--- config.mk ---
export PLATFORM = sky130hd
export DESIGN_NAME = dll_ram
export DESIGN_NICKNAME = d
export VERILOG_FILES = /design/src/rtl/dll_ram.sv
export SDC_FILE = /design/constraint.sdc
export NUM_CORES = 1
export LEC_CHECK = 0
export BUFFER_PORTS_ARGS = -buffer_cell sky130_fd_sc_hd__buf_2
export CORE_MARGIN = 5
export CORE_UTILIZATION = 56
export DETAILED_ROUTE_END_ITERATION = 10
export PLACE_DENSITY = 0.75
export SLEW_MARGIN = 5
export SYNTH_ARGS = -nofsm -noshare
export SYNTH_HDL_FRONTEND = slang
export SYNTH_SLANG_ARGS = --single-unit
export TNS_END_PERCENT = 100
--- constraint.sdc ---
create_clock -name clk_i -period 2 [get_ports clk_i]
set_clock_uncertainty 0.1 [all_clocks]
set_input_delay 0.1 -clock clk_i [delete_from_list [all_inputs] [get_ports clk_i]]
set_output_delay 0.1 -clock clk_i [all_outputs]
set_load 0.05 [all_outputs]
--- src/rtl/dll_ram.sv ---
// Generic simple dual-port RAM (one write port, one read port) with registered read.
`default_nettype none
module dll_ram #(
  parameter int unsigned Width = 8,
  parameter int unsigned Depth = 64
) (
  input  wire logic                     clk_i,
  input  wire logic                     we_i,
  input  wire logic [$clog2(Depth)-1:0] waddr_i,
  input  wire logic [Width-1:0]         wdata_i,
  input  wire logic [$clog2(Depth)-1:0] raddr_i,
  output logic      [Width-1:0]         rdata_o
);
  logic [Width-1:0] mem_q [Depth];
  always_ff @(posedge clk_i) begin
    if (we_i) begin
      mem_q[waddr_i] <= wdata_i;
    end
    rdata_o <= mem_q[raddr_i];
  end
endmodule
`default_nettype wire
==> run_results.csv <==
group,metric,value,unit
placement,dp_worst_setup_slack,-0.2649,ns
synthesis,mappedNetlistArea,0.02017,mm^2
placement,gp_congestion,0.9209,
global_route,grt_max_degree,65,
sta,setup_violations,0,
synthesis,synthFlopType,"sky130_fd_sc_hd__edfxtp_1",
pwr,max-vdd-ir-drop,881.1,uV
synthesis,synth.avg_cell_area,21.45,um^2
min_path,worst_hold_path_type,"input pin to flip-flop",
synthesis,async_reset_ff_share,0,%
floorplanning,horizontal_die_dimension,199.8,um
synthesis,synth.ff_latch_count,520,
synthesis,synth_warnings,0,
clocking,clock_insertion_delay_worst_skew,0.59,ns
pwr,p_leak,7.715,nW
routing,num_vias,10293,
clocking,tritoncts_sinks,520,
synthesis,synth_top_cell_by_area,"sky130_fd_sc_hd__edfxtp_1",
floorplanning,core_area,0.03557,mm^2
floorplanning,dieArea,0.03991,mm^2
routing,drt-wirelength-per-cell,28.28,um
worst_setup_path,critical_path.endpoint_type,"flip-flop",
clocking,cts_setup_buffers,0,
synthesis,dominant_cell_by_count_in_the_synthesized_netlist,"sky130_fd_sc_hd__edfxtp_1",
synthesis,synth_commonest_cells,"512 x sky130_fd_sc_hd__edfxtp_1, 126 x sky130_fd_sc_hd__mux4_2, 83 x sky130_fd_sc_hd__nor2_1, 23 x sky130_fd_sc_hd__mux2i_1, 19 x sky130_fd_sc_hd__nand2_1",
floorplanning,dieHeight,199.8,um
clocking,clock_tree.htree_level_count,2,
layout,fin_util,66.41,%
sta,final-hold-violation-count,0,
routing,detail_route.iter0.violations,1169,
floorplanning,std_cell_rows,69,
placement,place_inst,1529,
sta,part_of_the_cycle_the_worst_path_needs,99.71,%
global_route,grt_pass1_vias,10652,
worst_setup_path,cpMaxStageDelayCell,"sky130_fd_sc_hd__mux4_2",
routing,routed_wirelength,45980,um
pwr,power_per_cell_area,960.5,mW/mm^2
layout,final_nets,1147,
worst_setup_path,critPathMaxFanout,1,
clocking,number_of_buffers_created_by_cts,50,
pwr,totalPowerFinal,0.02269,W
sta,final_period_minus_worst_setup_slack,1.994,ns
layout,finalNonFillerCells,1626,
synthesis,synth.yosys.seq_area_share,77.03,%
clocking,cts_tree,"built",
synthesis,post_synth_num_cell_types,40,
floorplanning,io_pins,30,
worst_setup_path,criticalPathCategory,"flip-flop to flip-flop",
layout,syn_to_final_growth,17.12,%
sta,max-slew-margin-rel,15.62,%
placement,port_buffers,29,
routing,detailedRoute.firstPassIterationCount,7,
synthesis,top_post_synthesis_cells_by_area,"sky130_fd_sc_hd__edfxtp_1 76%, sky130_fd_sc_hd__mux4_2 14%, sky130_fd_sc_hd__nor2_1 1.5%",
worst_setup_path,internal_reg_to_reg_setup_slack,0.006,ns
worst_setup_path,cp_slowest_stage_delay,0.49,ns
clocking,clockRootBuffer,"sky130_fd_sc_hd__clkbuf_16",
run_status,status,"finished, final reports clean",
sta,achievable-frequency,501.5,MHz
clocking,cts.path.max_buffers,3,
synthesis,synth_top_cell_area_share,76.24,%
routing,detail_route.drc_violations,0,
synthesis,synth_nets,962,
routing,detail-route-antenna-nets,0,
global_route,global_route.overflow_total,0,
sta,final.setup.worst_slack,0.005886,ns
worst_setup_path,cp_data_required_time,2.36,ns
global_route,grtUsageTotal,23.87,%
floorplanning,initial_utilization,56.70,%
routing,viasPerCell,6.330,
global_route,grt_antenna_before_repair,8,
synthesis,synth_edf_count,512,
sta,final-max-slew-violation-count,0,
worst_setup_path,crit_path_start_kind,"flip-flop",
placement,hpwlAfterDp,29980,um
job,max-cap-violations,0,
clocking,cts.reportedPaths.clkPinSlew,0.06,ns
synthesis,syn-instance-count,940,
worst_setup_path,worst-endpoint-arrival,2.35,ns
global_route,global_route_wire_length_before_repair,69310,um
worst_setup_path,path_cells,"mux4_2 > mux2_2 > o221a_4 > nor3_4 > o32ai_1",
sta,max_slew.worst_pin.slew,1.266,ns
layout,layout_cell_share_with_drive_strength_beyond_1,33.88,%
[per-stage QoR]
stage	hold WS [ns]	cell area, um^2	setup TNS [ns]
after floorplan	0.09887	20170	0
after global placement	0.4506	21900	-1.557
after detailed placement	0.4599	21900	-1.756
after CTS	0.01094	23580	0
after global routing	0.05479	23620	-0.03481
final	0.03973	23620	0
[final timing paths]
path                                from                    end  cells past startpoint
hold reg to reg   mem_q[31][6]$_DFFE_PP_     rdata_o[6]$_DFF_P_                      3
setup / recovery  mem_q[29][6]$_DFFE_PP_     rdata_o[6]$_DFF_P_                      5
setup reg to reg  mem_q[29][6]$_DFFE_PP_     rdata_o[6]$_DFF_P_                      5
hold / removal                wdata_i[2]  mem_q[6][2]$_DFFE_PP_                      1
[critical path: cells and delay by family, from the launching register on]
kind | cells | cell delay (ns)
compound gates | 2 | 0.39
flops | 1 | 0.38
mux | 2 | 0.78
simple gates | 1 | 0.23
[what timing repair did]
| item | in CTS | in global routing |
|---|---|---|
| cloned | 0 | 0 |
| hold buffers | 6 | 0 |
| resized for setup | 5 | 8 |
| endpoints found under the hold margin | 122 | 0 |
| pin swaps | 1 | 3 |
| endpoints found under the setup margin | 4 | 5 |
[layout make-up]
class,count,area [um^2]
Sequential cell,520,15530
Fill cell,2237,11950
Multi-Input combinational cell,369,4392
Timing Repair Buffer,184,1525
Clock buffer,63,1321
Tap cell,461,576.8
Clock inverter,27,265.3
Antenna cell,2,5.005
[sequential cells by signal, summed over array words and instances (netlist names)]
signal   flops
mem_q      512
rdata_o      8
[where the power goes]
part	switching (W)	leakage, nW	internal [W]
Clock	0.00391	0.774	0.00532
Sequential	0.0000473	4.67	0.0121
Combinational	0.000802	2.27	0.000546
Total	0.00476	7.72	0.0179
[placed cells by master (no fill, tap or decap), types with 5 or more instances in the layout]
| cell type | synthesis | routed |
|---|---|---|
| sky130_fd_sc_hd__mux4_2 | 126 | 126 |
| sky130_fd_sc_hd__nand2b_1 | 7 | 7 |
| sky130_fd_sc_hd__mux2_2 | 13 | 12 |
| sky130_fd_sc_hd__nand3_1 | 13 | 13 |
| sky130_fd_sc_hd__mux2i_1 | 23 | 23 |
| sky130_fd_sc_hd__edfxtp_1 | 512 | 512 |
| sky130_fd_sc_hd__clkinv_1 | 0 | 10 |
| sky130_fd_sc_hd__buf_2 | 11 | 26 |
| sky130_fd_sc_hd__o22ai_1 | 8 | 8 |
| sky130_fd_sc_hd__nor2b_1 | 14 | 14 |
| sky130_fd_sc_hd__buf_12 | 2 | 15 |
| sky130_fd_sc_hd__nor3_1 | 7 | 5 |
| sky130_fd_sc_hd__nand2_1 | 19 | 19 |
| sky130_fd_sc_hd__o221ai_1 | 8 | 8 |
| sky130_fd_sc_hd__clkbuf_1 | 17 | 12 |
| sky130_fd_sc_hd__clkbuf_16 | 0 | 51 |
| sky130_fd_sc_hd__dlygate4sd3_1 | 0 | 6 |
| sky130_fd_sc_hd__buf_4 | 13 | 136 |
| sky130_fd_sc_hd__bufinv_16 | 0 | 5 |
| sky130_fd_sc_hd__clkinv_2 | 0 | 7 |
| sky130_fd_sc_hd__nor2_1 | 83 | 81 |
| sky130_fd_sc_hd__dfxtp_1 | 8 | 8 |
[logic make-up after synthesis]
kind of cell           after synthesis  synth area share, %
buffers and inverters               51                1.570
DFF                                520                77.03
AOI/OAI and AO/OA                   54                2.072
muxes                              162                15.94
and+or+nand+nor                    153                3.387
[metal layers]
layer,wire [um],track usage (%),vias to the layer above
met2,22750,38.14,522
met5,69,0,-
met4,1371,7.748,10
met1,17640,33.80,5375
li1,-,-,4301
met3,4153,5.119,85
Power figures use the tool's default switching activity.
